--- src/sv/rmce_pkg.sv ---
`timescale 1ns / 1ps
// ----------------------------------------------------------------------------
// rmce_pkg
// Shared types, opcodes and constants of the register-memory execute block.
// ----------------------------------------------------------------------------
package rmce_pkg;

  localparam int NUM_REGS_DEF   = 9;
  localparam int DATA_WORDS_DEF = 1024;
  localparam logic [31:0] ADDR_BASE = 32'd16384;
  localparam logic [15:0] PC_STEP   = 16'd4;

  typedef enum logic [3:0] {
    OP_STOP = 4'd0, OP_MOV = 4'd1, OP_ADD = 4'd2, OP_SUB = 4'd3,
    OP_MUL = 4'd4, OP_DIV = 4'd5, OP_AND = 4'd6, OP_OR = 4'd7,
    OP_NOT = 4'd8, OP_CMP = 4'd9, OP_JMP = 4'd10, OP_IN = 4'd11,
    OP_OUT = 4'd12
  } op_t;

  typedef enum logic [1:0] {
    FAULT_NONE = 2'd0, FAULT_ADDR = 2'd1, FAULT_DIV0 = 2'd2
  } fault_t;

  localparam logic [1:0] FLAG_EQ = 2'd0;
  localparam logic [1:0] FLAG_GT = 2'd1;
  localparam logic [1:0] FLAG_LT = 2'd3;

  localparam logic [3:0] JC_ALWAYS = 4'd0;
  localparam logic [3:0] JC_EQ     = 4'd1;
  localparam logic [3:0] JC_GT     = 4'd2;
  localparam logic [3:0] JC_LT     = 4'd3;

  typedef enum logic [3:0] {
    ST_CLEAR, ST_IDLE, ST_RDMEM, ST_MEMWAIT, ST_EXEC, ST_MUL, ST_DIV,
    ST_WRITE, ST_OUT
  } state_t;

  // Commands from controller to datapath.
  typedef struct packed {
    logic clr_step;   // write zero at clear address and advance
    logic load;       // capture input beat
    logic mem_rd;     // issue data memory read
    logic mul_go;     // register product
    logic div_start;  // start divider
    logic div_step;   // one divider iteration
    logic commit;     // write back state and form result
  } cmd_t;

  // Status from datapath to controller.
  typedef struct packed {
    logic clr_done;
    logic need_mem;   // instruction reads data memory
    logic addr_ok;    // computed address in range
    logic is_mul;
    logic is_div;
    logic div_zero;
    logic div_done;
  } stat_t;

endpackage

--- src/sv/rmce_ctrl.sv ---
`timescale 1ns / 1ps
// ----------------------------------------------------------------------------
// rmce_ctrl
// Sequencer: memory clearing sweep, operand fetch, multiply, divide, commit.
// ----------------------------------------------------------------------------
module rmce_ctrl (
  input  logic            clk,
  input  logic            rst,
  input  logic            in_fire,
  output logic            in_ready,
  input  logic            out_free,
  output logic            res_set,
  output rmce_pkg::cmd_t  cmd,
  input  rmce_pkg::stat_t stat
);
  import rmce_pkg::*;

  state_t state, state_next;

  always_ff @(posedge clk) begin
    if (rst) state <= ST_CLEAR;
    else     state <= state_next;
  end

  // Next state and commands.
  always_comb begin
    state_next = state;
    cmd = '0;
    in_ready = 1'b0;
    res_set = 1'b0;
    unique case (state)
      ST_CLEAR: begin
        if (stat.clr_done) state_next = ST_IDLE;
        else cmd.clr_step = 1'b1;
      end
      ST_IDLE: begin
        in_ready = 1'b1;
        if (in_fire) begin
          cmd.load = 1'b1;
          state_next = ST_RDMEM;
        end
      end
      ST_RDMEM: begin
        if (stat.need_mem && stat.addr_ok) begin
          cmd.mem_rd = 1'b1;
          state_next = ST_MEMWAIT;
        end else begin
          state_next = ST_EXEC;
        end
      end
      ST_MEMWAIT: state_next = ST_EXEC;
      ST_EXEC: begin
        if (stat.is_mul) begin
          cmd.mul_go = 1'b1;
          state_next = ST_WRITE;
        end else if (stat.is_div && !stat.div_zero) begin
          cmd.div_start = 1'b1;
          state_next = ST_DIV;
        end else begin
          state_next = ST_WRITE;
        end
      end
      ST_MUL: state_next = ST_WRITE;
      ST_DIV: begin
        cmd.div_step = 1'b1;
        if (stat.div_done) state_next = ST_WRITE;
      end
      ST_WRITE: begin
        if (out_free) begin
          cmd.commit = 1'b1;
          res_set = 1'b1;
          state_next = ST_IDLE;
        end
      end
      default: state_next = ST_IDLE;
    endcase
  end

  // Input is taken only when idle.
  assert property (@(posedge clk) disable iff (rst)
    in_fire |-> state == ST_IDLE) else $error("beat taken while busy");
  // Every commit returns to idle.
  assert property (@(posedge clk) disable iff (rst)
    cmd.commit |=> state == ST_IDLE) else $error("commit without idle");
  // Clearing precedes any accepted beat.
  assert property (@(posedge clk) disable iff (rst)
    state == ST_CLEAR |-> !in_ready) else $error("ready during clear");
endmodule

--- config.mk ---
export PLATFORM = sky130hd
export DESIGN_NAME = rmce_ctrl
export DESIGN_NICKNAME = d
export VERILOG_FILES = /design/src/sv/rmce_pkg.sv /design/src/sv/rmce_ctrl.sv
export SDC_FILE = /design/constraint.sdc
export NUM_CORES = 1
export LEC_CHECK = 0
export BUFFER_PORTS_ARGS = -buffer_cell sky130_fd_sc_hd__buf_2
export CAP_MARGIN = 30
export CORE_AREA = 5 5 42 44
export CTS_CLUSTER_DIAMETER = 60
export CTS_CLUSTER_SIZE = 30
export DETAILED_ROUTE_END_ITERATION = 10
export DIE_AREA = 0 0 47 49
export SYNTH_ARGS = -nofsm -noshare
export SYNTH_HDL_FRONTEND = slang
export SYNTH_SLANG_ARGS = --single-unit
export TNS_END_PERCENT = 10
--- constraint.sdc ---
create_clock -name clk -period 1.5 [get_ports clk]
set_input_delay 0.375 -clock clk [delete_from_list [all_inputs] [get_ports clk]]
set_output_delay 0.375 -clock clk [all_outputs]
set_load 0.02 [all_outputs]
* Yosys cells after proc, flatten, opt, wreduce, memory -nomap -nowiden
Cells that the tools add are included.
** Storage, ports and cells
- Register bits :: 4
- Bits in latches :: 0
- RAM bits :: 0
- Bits in read-only memories :: 0
- Bits of input ports :: 11
- Output and inout port bits :: 9
- Word-level logic and storage cells :: 39
- Memories kept :: 0
** Cells by class
- $add $sub $neg :: 0
- $mul :: 0
- Div/mod/pow operators :: 0
- Magnitude comparators :: 0
- Equality and inequality tests :: 11
- Shifts and indexed selects :: 0
- Multiplexer cells :: 22
- Bitwise logic cells :: 0
- Reduce and logical (&&, ||, !) cells :: 5
** Operator list (count)
- 4-bit one-hot mux with 8 select lines :: 1
- 4-bit two-way mux :: 5
- 4-bit by 3-bit equality test with 1-bit output (second input constant) :: 4
- 1-bit two-way mux :: 14
- 4-bit by 2-bit equality test with 1-bit output (second input constant) :: 2
- 2-bit inequality test (second input constant) :: 4
- 4-bit by 1-bit equality test with 1-bit output (second input constant) :: 1
- 4-bit logical NOT :: 1
- 4-bit AND reduction :: 1
- 3-bit two-way mux :: 1
- 1-bit logical AND :: 2
- 2-bit two-way mux :: 1
- 1-bit logical NOT :: 1

* Depth between registers and ports, before layout
Gate-level depths: netlist of the first run.
- Depth in word-level cells :: 5
- Depth in mapped cells :: 5
- Mapped depth without buffers :: 4

* Worst setup path before layout of the first run
No wires, ideal clock.
- Kind :: register to output
- Start :: register state[2]
- End :: output port cmd[2] (netlist name)
- Arrival :: 1.369 ns
- Required time :: 1.125 ns
- Setup slack :: -0.244 ns
- Stages on the path, launching flop included :: 3
- Path buffers :: 1
- Cells stage by stage :: dfxtp_1 -> clkbuf_1 -> nor4b_1
** RTL lines
- start, declared :: RTL line rmce_ctrl.sv:18 : state_t state, state_next;
- start signal, assigned :: RTL line rmce_ctrl.sv:22 : else state <= state_next;
- end, declared :: RTL line rmce_ctrl.sv:13 : output rmce_pkg::cmd_t cmd,

==> results.json, run 1 <==
{
  "post_dp_cell_area_um2": 420.4,
  "timing.critical_path.to_type": "primary output",
  "synth_sequential_area_ratio_pct": 21.33,
  "antenna_cells_inserted": 0,
  "holdCritStartpoint": "rst",
  "ys_ff_latch": 3,
  "floorplan.core_area_um2": 1401,
  "layout-drive-gt1-share_pct": 60.61,
  "postRouteAntennaNets": 0,
  "grt_setup_unrepaired": "yes",
  "io_port_bufs": 19,
  "htree_levels": 1,
  "p_switching_uw": 356.2,
  "hold_path_class": "in -> reg",
  "ioPinCount": 20,
  "share_comb_of_total_power_pct": 61.8,
  "worst_path_dominant_cell_family": "flip-flops",
  "r2r-end": "state[1]",
  "route.vias.total": 406,
  "timing.reg2reg.setup_slack_ps": 150,
  "vias_per_cell": 4.951,
  "syn_area_um2": 281.5,
  "grt_util_all_layers_pct": 8.867,
  "critical_path.cell_chain": "buf_6 -> nor4bb_4 -> buf_4",
  "synth_nets": 50,
  "synthDistinctLibCells": 25,
  "irDropWorstVdd_v": 0.0004834,
  "totalNegativeSetupSlack_ps": -63.54,
  "critPathMaxStageDelay_ps": 350,
  "finalSetupViolCount": 1,
  "initial_utilization_pct": 20.09,
  "relSlewSlack_pct": 86.11,
  "row_count": 14,
  "global_route_wire_length_before_repair_um": 1497,
  "syn_avg_cell_area_um2": 7.218,
  "floorplan.die.height_um": 49,
  "design.final.nets": 78,
  "synth-warning-count": 0,
  "outcome": "complete, but fails checks",
  "critPathSlowestCell": "sky130_fd_sc_hd__dfxtp_4",
  "dp.cells": 75,
  "worstReg2RegStart": "state[0]",
  "critical_path_buf_inv_count": 2,
  "post-dp-hpwl_um": 674.4,
  "finish.cell_count_without_fillers": 82,
  "numCtsBuffers": 3,
  "post-route-util_pct": 40.27,
  "detailroute.wirelength.met3_um": 88,
  "clock_path_buffers": 2,
  "highest_layer": "met4",
  "power.clock.fraction_pct": 16.9,
  "slew_viol_final": 0,
  "grt_start_max_net_pins": 11,
  "cts_root_buf": "sky130_fd_sc_hd__clkbuf_4",
  "floorplan.die.width_um": 47,
  "timing.critical_path.from_type": "flop",
  "num-fill-cells": 158,
  "vias_in_the_first_global_route": 368,
  "areaGrowthSynthToFinish_pct": 100.4,
  "clkTransAtPathRegs_ps": 40,
  "globalplace.congestion": 0.7444,
  "power.sequential.fraction_pct": 21.3,
  "worst_hold_stages": 2,
  "power_density_nw_per_um2": 1526,
  "crit_fanout": 5,
  "cts_tree": "yes",
  "final_hold_viol_count": 0,
  "met2_length_um": 470,
  "internal_power_uw": 504.7,
  "drt-wirelength-per-cell_um": 12.09,
  "drtIter0Drc": 4,
  "max_flop_register": "state",
  "timing.final.crit_period_ps": 1564,
  "p_sw_share_pct": 41.37,
  "max_freq_mhz": 639.6,
  "min_to": "state[0]",
  "critical_path_arrival_ps": 1190,
  "cells_on_worst_reg2reg_path": 5,
  "drt_drc_violations_left": 0,
  "finish.instance_area_um2": 564.3,
  "worst-slew-pin-transition_ps": 206.7,
  "grt_antenna_before_repair": 0,
  "grt_overflow": 0,
  "timing.setup.critical_path_class": "reg -> out",
  "detail_route.first_pass.iterations": 4,
  "setup_slack_ps": -63.54,
  "timing.final.crit_share_pct": 104.2,
  "timing.critical_path.required_ps": 1120,
  "max_reg_flops": 3,
  "drt_wl_total_um": 991,
  "pre_cts_ws_ps": 36.53,
  "p_leak_nw": 0.2701,
  "fin_skew_ps": 2.148,
  "synth_cells": 39,
  "floorplan.die_area_um2": 2303,
  "max_cap_viol_count": 0,
  "cts_sinks": 3,
  "routedLengthMet1_um": 417,
  "violations": "setup timing",
  "reg_top3": "state: 3 flops",
  "insertion_delay_ps": 240
}
==> power by group through the flow <==
stage	Combinational (mW)	Sequential [mW]	Clock, mW
2_1_floorplan	0.256	0.134	0
3_3_place_gp	0.361	0.166	0
3_5_place_dp	0.365	0.166	0
4_1_cts	0.443	0.179	0.152
5_1_grt	0.580	0.191	0.152
6_report	0.532	0.183	0.146
==> cell usage in the layout (no fill, tap or decap) <==
cell type / instances
sky130_fd_sc_hd__a311oi_1: 1
sky130_fd_sc_hd__nor3_2: 2
sky130_fd_sc_hd__o21ai_0: 1
sky130_fd_sc_hd__o21ai_1: 1
sky130_fd_sc_hd__dfxtp_4: 3
sky130_fd_sc_hd__nand3_1: 1
sky130_fd_sc_hd__nand2_1: 5
sky130_fd_sc_hd__inv_1: 1
sky130_fd_sc_hd__a311o_1: 1
sky130_fd_sc_hd__buf_2: 13
sky130_fd_sc_hd__and3b_1: 1
sky130_fd_sc_hd__and2_1: 1
sky130_fd_sc_hd__and4b_1: 1
sky130_fd_sc_hd__nor2_1: 4
sky130_fd_sc_hd__a221o_1: 1
sky130_fd_sc_hd__nor4bb_4: 1
sky130_fd_sc_hd__nor4_4: 1
sky130_fd_sc_hd__nor4b_2: 1
sky130_fd_sc_hd__and4_4: 1
sky130_fd_sc_hd__buf_12: 1
sky130_fd_sc_hd__clkbuf_1: 1
sky130_fd_sc_hd__a31oi_1: 2
sky130_fd_sc_hd__a31o_1: 1
sky130_fd_sc_hd__mux2i_1: 2
sky130_fd_sc_hd__buf_4: 10
sky130_fd_sc_hd__clkbuf_4: 3
sky130_fd_sc_hd__nor2_2: 1
sky130_fd_sc_hd__nand2b_1: 1
sky130_fd_sc_hd__buf_6: 3
==> cell type report <==
| cell class | count | area, µm² | share of cell area (%) |
|---|---|---|---|
| repair buffers | 27 | 193.9 | 34.37 |
| well taps | 16 | 20.02 | 3.548 |
| clock buffers | 4 | 26.28 | 4.656 |
| flip-flops and latches | 3 | 71.32 | 12.64 |
| inverters | 1 | 3.754 | 0.6652 |
| multi-input cells | 31 | 249.0 | 44.12 |
==> logic make-up after synthesis <==
family | synth area share [%]
compound gates | 21.33
simple gates | 41.78
flops | 21.33
mux | 7.111
buf+inv | 8.443
==> per-stage QoR <==
stage	power (mW)	hold WS, ps
2_1_floorplan	0.3904	447.1
3_3_place_gp	0.5264	598.8
3_5_place_dp	0.5308	596.8
4_1_cts	0.7740	335.4
5_1_grt	0.9226	356.0
6_report	0.8609	349.2
==> synth_stat cells, drive strengths merged <==
| cell | count | area (µm²) |
|---|---|---|
| a221o | 1 | 10.01 |
| a311o | 1 | 10.01 |
| a311oi | 1 | 8.760 |
| a31o | 1 | 8.760 |
| a31oi | 2 | 12.51 |
| and2 | 1 | 6.260 |
| and3b | 1 | 8.760 |
| and4 | 1 | 8.760 |
| and4b | 1 | 10.01 |
| buf | 2 | 12.51 |
| clkbuf | 2 | 7.510 |
| dfxtp | 3 | 60.06 |
| inv | 1 | 3.750 |
| mux2i | 2 | 20.02 |
| nand2 | 5 | 18.77 |
| nand2b | 1 | 6.260 |
| nand3 | 1 | 5.000 |
| nor2 | 5 | 18.77 |
| nor3 | 2 | 10.01 |
| nor4 | 1 | 6.260 |
| nor4b | 1 | 8.760 |
| nor4bb | 1 | 10.01 |
| o21ai | 2 | 10.00 |
==> layer usage <==
metal,vias to the layer above,GRT usage [%]
met5,-,0
met4,0,4.147
met3,2,3.690
met2,19,12.67
met1,185,11.18
li1,200,-
==> repair_timing <==
action	4_1_cts	5_1_grt
resized for setup	11	14
endpoints found under the setup margin	9	7
hold buffers	0	0
setup buffers	1	2
pin swaps	2	1
gates cloned	0	0
==> worst max path at each step <==
stage,from,to,cells past startpoint
6_report,state[0],cmd[3],3
5_1_grt,state[0],cmd[3],3
4_1_cts,state[0],cmd[3],3
3_5_place_dp,state[1],state[1],4
3_3_place_gp,stat[3],cmd[2],5
2_1_floorplan,state[2],state[1],4
(Power assumes the default switching activity.)
==> inputs of run 2 (changes only) <==
BUFFER_PORTS_ARGS = -buffer_cell sky130_fd_sc_hd__buf_4   (was -buffer_cell sky130_fd_sc_hd__buf_2)
CELL_PAD_IN_SITES_DETAIL_PLACEMENT = 0   (was default)
CELL_PAD_IN_SITES_GLOBAL_PLACEMENT = 1   (was default)
PLACE_DENSITY_LB_ADDON = 0.1   (was default)
==> run 2 against run 1 <==
Compared with the run above:
- the flow still finishes with violations (setup timing)
- global-route usage up 0.34 points
- clock-buffer cell count unchanged
- sequential share of layout area down 0.30 points
- wire length shrank 3.9%
- register-to-register slack worse by 80 ps
- critical path depth did not move
- worst setup slack better by 26 ps
- power shrank 3.1%
- non-clock buffer count shrank 1
- critical path type unchanged
- highest routed layer is now met3
==> results.json, run 2 (synthesized netlist as in run 1, its figures left out) <==
{
  "area.sequential_um2": 71.32,
  "timing.critical_path.from_type": "flop",
  "timing.setup.critical_path_class": "reg -> out",
  "fin_skew_ps": 0.07730,
  "grt_start_max_net_pins": 12,
  "timing.final.crit_period_ps": 1537,
  "max_freq_mhz": 650.6,
  "drt_drc_violations_left": 0,
  "timing.critical_path.to_type": "primary output",
  "finalSetupViolCount": 2,
  "critical_path_arrival_ps": 1160,
  "vias_per_cell": 4.877,
  "insertion_delay_ps": 230,
  "areaGrowthSynthToFinish_pct": 105.3,
  "pre_cts_ws_ps": 33.22,
  "detail_route.first_pass.iterations": 4,
  "outcome": "complete, but fails checks",
  "final_hold_viol_count": 0,
  "totalNegativeSetupSlack_ps": -65.49,
  "multi_input_comb_area_um2": 250.2,
  "layout-drive-gt1-share_pct": 56.92,
  "floorplan.die.width_um": 47,
  "initial_utilization_pct": 20.09,
  "reg_top3": "state: 3 flops",
  "row_count": 14,
  "max_reg_flops": 3,
  "design.final.nets": 77,
  "max_cap_viol_count": 0,
  "worst-slew-pin-transition_ps": 210.8,
  "floorplan.die.height_um": 49,
  "layout_commonest_cell": "sky130_fd_sc_hd__buf_4",
  "max_flop_register": "state",
  "htree_levels": 1,
  "antenna_cells_inserted": 0,
  "crit_fanout": 7,
  "global_route_wire_length_before_repair_um": 1538,
  "grt_util_all_layers_pct": 9.206,
  "hold_path_class": "in -> reg",
  "post-dp-hpwl_um": 734.9,
  "finish.cell_count_without_fillers": 81,
  "post_dp_cell_area_um2": 460.4,
  "finish.instance_area_um2": 578.1,
  "p_leak_nw": 0.2659,
  "numCtsBuffers": 3,
  "drt_wl_total_um": 952,
  "cts_sinks": 3,
  "clkTransAtPathRegs_ps": 40,
  "layout_common_cells": "sky130_fd_sc_hd__buf_4 (23), sky130_fd_sc_hd__nand2_1 (5), sky130_fd_sc_hd__nor2_1 (4)",
  "num-fill-cells": 169,
  "ioPinCount": 20,
  "postRouteAntennaNets": 0,
  "irDropWorstVdd_v": 0.0005303,
  "timing.critical_path.required_ps": 1120,
  "floorplan.die_area_um2": 2303,
  "drtIter0Drc": 4,
  "cts_tree": "yes",
  "slew_viol_final": 0,
  "setup_slack_ps": -37.11,
  "dp.cells": 74,
  "power_density_nw_per_um2": 1443,
  "grt_overflow": 0,
  "io_port_bufs": 19,
  "timing.final.crit_share_pct": 102.5,
  "globalplace.congestion": 0.7003,
  "grt_setup_unrepaired": "yes",
  "violations": "setup timing",
  "relSlewSlack_pct": 85.84,
  "route.vias.total": 395,
  "post-route-util_pct": 41.25,
  "grt_antenna_before_repair": 0,
  "floorplan.core_area_um2": 1401,
  "drt-wirelength-per-cell_um": 11.75,
  "cts_root_buf": "sky130_fd_sc_hd__clkbuf_4",
  "vias_in_the_first_global_route": 404,
  "clock_path_buffers": 2
}
## run 2: critical path: stages, from the launching register on
cell and delay (ps):
sky130_fd_sc_hd__dfxtp_4 370, sky130_fd_sc_hd__buf_6 140, sky130_fd_sc_hd__nor4bb_4 240, sky130_fd_sc_hd__buf_4 180
## run 2: metal layers
| layer | share of wire (%) | track usage, % |
|---|---|---|
| met1 | 42 | 10.04 |
| met2 | 52 | 14.25 |
| met3 | 6.3 | 1.476 |
| met4 | 0 | 8.295 |
| met5 | 0 | 0 |
## run 2: power by group
part | internal, mW | total, mW | switching, mW
logic | 0.269 | 0.510 | 0.240
registers | 0.123 | 0.185 | 0.0627
clock network | 0.0996 | 0.139 | 0.0397
## run 2: stage by stage
step	power (mW)	hold slack [ps]
floorplan	0.3904	447.1
CTS	0.7918	313.2
global placement	0.5496	572.1
finish	0.8343	323.2
detailed placement	0.5562	569.3
global route	0.9013	315.2
## run 2: area by class of cell
| type | count | area share (%) |
|---|---|---|
| Clock buffer | 4 | 4.545 |
| Inverter | 1 | 0.6494 |
| Multi-Input combinational cell | 31 | 43.29 |
| Sequential cell | 3 | 12.34 |
| Tap cell | 16 | 3.463 |
| Timing Repair Buffer | 26 | 35.71 |
## run 2: worst paths after layout
kind	end	slack [ps]	start	depth (start not counted)
max	cmd[3]	-40	state[1]	3
min	state[0]	320	rst	2
max reg2reg	state[2]	70	state[1]	5
min reg2reg	state[0]	590	state[1]	2
## run 2: timing repair
item | CTS | global route
setup buffers | 3 | 0
pin swaps | 2 | 1
endpoints found under the setup margin | 9 | 6
resized for setup | 10 | 6
hold buffers | 0 | 0
==> inputs of run 3 (changes only) <==
CTS_CLUSTER_DIAMETER = 40   (was 60)
PLACE_DENSITY = 0.62   (was default)
PLACE_DENSITY_LB_ADDON = default   (was 0.1)
==> run 3 against run 2 <==
Compared with the run above:
- the flow still finishes with violations (setup timing)
- cell count unchanged
- largest cell class unchanged
- via count shrank 4.3%
- largest power group unchanged
- clock power about the same
- core utilization decreased by 0.80 points
- clock skew up 0.86 ps
- global-route usage shrank 0.70 points
- design area decreased by 1.9%
- wire length grew 2.6%
- sequential power fell by 13%
- fmax down 0.43%
- critical path type unchanged
- power is 0.76% lower
==> results.json, run 3 (synthesized netlist as in run 1, its figures left out) <==
{
  "finish.instance_area_um2": 566.8,
  "met3_usage_pct": 1.845,
  "timing.critical_path.from_type": "flop",
  "totalPowerFinal_uw": 827.9,
  "holdCritStartpoint": "rst",
  "multi_input_comb_area_um2": 235.2,
  "drt-wirelength-per-cell_um": 12.06,
  "design.final.nets": 77,
  "layout_commonest_cell": "sky130_fd_sc_hd__buf_4",
  "num-fill-cells": 158,
  "grt_util_all_layers_pct": 8.509,
  "grt_start_max_net_pins": 9,
  "vias_in_the_first_global_route": 379,
  "timing.final.crit_period_ps": 1544,
  "row_count": 14,
  "drt_drc_violations_left": 0,
  "drtIter0Drc": 7,
  "min_to": "state[0]",
  "globalplace.congestion": 0.6975,
  "final_hold_viol_count": 0,
  "cts_tree": "yes",
  "use_met2_pct": 12.22,
  "floorplan.die.height_um": 49,
  "reg_top3": "state: 3 flops",
  "worst_hold_stages": 2,
  "power_density_nw_per_um2": 1461,
  "slew_viol_final": 0,
  "r2r-end": "state[1]",
  "critical_path.cell_chain": "buf_6 -> nor4bb_4 -> buf_4",
  "timing.critical_path.required_ps": 1120,
  "relSlewSlack_pct": 83.27,
  "grt_antenna_before_repair": 0,
  "timing.reg2reg.setup_slack_ps": 200,
  "drt_wl_total_um": 977,
  "finalHoldWorstSlack_ps": 324.7,
  "critical_path_arrival_ps": 1170,
  "floorplan.die.width_um": 47,
  "route.vias.total": 378,
  "timing.final.crit_share_pct": 102.9,
  "critPathSlowestCell": "sky130_fd_sc_hd__dfxtp_4",
  "areaGrowthSynthToFinish_pct": 101.3,
  "initial_utilization_pct": 20.09,
  "fin_skew_ps": 0.9337,
  "max_reg_flops": 3,
  "worstReg2RegStart": "state[2]",
  "setup_slack_ps": -43.76,
  "worst_path_dominant_cell_family": "flip-flops",
  "clock_path_buffers": 2,
  "post-route-util_pct": 40.45,
  "postRouteAntennaNets": 0,
  "crit_fanout": 6,
  "layout_common_cells": "sky130_fd_sc_hd__buf_4 (22), sky130_fd_sc_hd__nand2_1 (5), sky130_fd_sc_hd__nor2_1 (4), sky130_fd_sc_hd__buf_6 (4)",
  "cts_root_buf": "sky130_fd_sc_hd__clkbuf_4",
  "grt_setup_unrepaired": "yes",
  "grt_overflow": 0,
  "clkTransAtPathRegs_ps": 30,
  "io_port_bufs": 19,
  "path_depth": 3,
  "antenna_cells_inserted": 0,
  "floorplan.die_area_um2": 2303,
  "violations": "setup timing",
  "critPathMaxStageDelay_ps": 350,
  "hold_path_class": "in -> reg",
  "finalSetupViolCount": 2,
  "detail_route.first_pass.iterations": 2,
  "irDropWorstVdd_v": 0.0005628,
  "global_route_wire_length_before_repair_um": 1428,
  "insertion_delay_ps": 230,
  "post_dp_cell_area_um2": 467.9,
  "p_leak_nw": 0.2663,
  "cts_sinks": 3,
  "htree_levels": 1,
  "cells_on_worst_reg2reg_path": 4,
  "critical_path_buf_inv_count": 2,
  "numCtsBuffers": 3,
  "max_freq_mhz": 647.8,
  "area.sequential_um2": 71.32,
  "grt_util_met1_pct": 9.628,
  "max_cap_viol_count": 0,
  "max_flop_register": "state",
  "ioPinCount": 20,
  "worst-slew-pin-transition_ps": 248.9,
  "timing.setup.critical_path_class": "reg -> out",
  "outcome": "complete, but fails checks",
  "floorplan.core_area_um2": 1401,
  "vias_per_cell": 4.667,
  "timing.critical_path.to_type": "primary output",
  "layout-drive-gt1-share_pct": 58.46,
  "grt.busiest_layer": "met2"
}
==> run 3: changes by cell type in the layout (fill, tap and decap cells not counted) <==
cell	change
sky130_fd_sc_hd__and2_4	+1
sky130_fd_sc_hd__nor4_4	-1
sky130_fd_sc_hd__nor4b_4	-1
sky130_fd_sc_hd__buf_4	-1
sky130_fd_sc_hd__nor4_2	+1
sky130_fd_sc_hd__and2_1	-1
sky130_fd_sc_hd__buf_6	+1
sky130_fd_sc_hd__nor4b_2	+1
==> run 3: power by group <==
group,internal (mW),total (mW),switching (mW)
clock network,0.0996,0.140,0.0405
logic,0.273,0.527,0.254
registers,0.122,0.161,0.0393
total,0.495,0.828,0.333
==> run 3: worst max path at each step <==
| stage | start | end |
|---|---|---|
| after CTS | state[0] | cmd[3] |
| after global routing | state[0] | cmd[3] |
| after detailed placement | stat[3] | cmd[2] |
| final | state[0] | cmd[3] |
| after floorplan | state[2] | state[1] |
| after global placement | stat[3] | cmd[2] |
==> run 3: metal layers <==
layer,share of wire (%),vias to the layer above
li1,-,199
met1,42,165
met2,50,14
met3,8.5,0
met4,0,0
met5,0,-
==> run 3: timing repair <==
item,CTS,global route
cloned,0,0
hold endpoints to repair,0,0
resized for setup,8,8
pin swaps,1,0
buffers inserted,2,0
endpoints found under the setup margin,8,5
hold buffers,0,0
==> run 3: cell type report <==
type	count	area share, %
Multi-Input combinational cell	31	41.50
Timing Repair Buffer	26	37.09
Clock buffer	4	4.636
Sequential cell	3	12.58
Inverter	1	0.6623
Tap cell	16	3.532
==> run 3: metrics by stage <==
stage / worst slack, ps / setup TNS (ps) / std cells
2_1_floorplan: -220.9 / -810.8 / 39
3_3_place_gp: 85.69 / 0 / 75
5_1_grt: -104.9 / -319.5 / 81
4_1_cts: -50.25 / -120.6 / 81
6_report: -43.76 / -69.62 / 81
3_5_place_dp: 60.82 / 0 / 75
==> run 3: worst register-to-register path: cells and delay by family, from the launching register on <==
kind,cells,cell delay (ps)
AOI/OAI and AO/OA,2,580
DFF,1,350
buffers and inverters,1,130
muxes,1,130
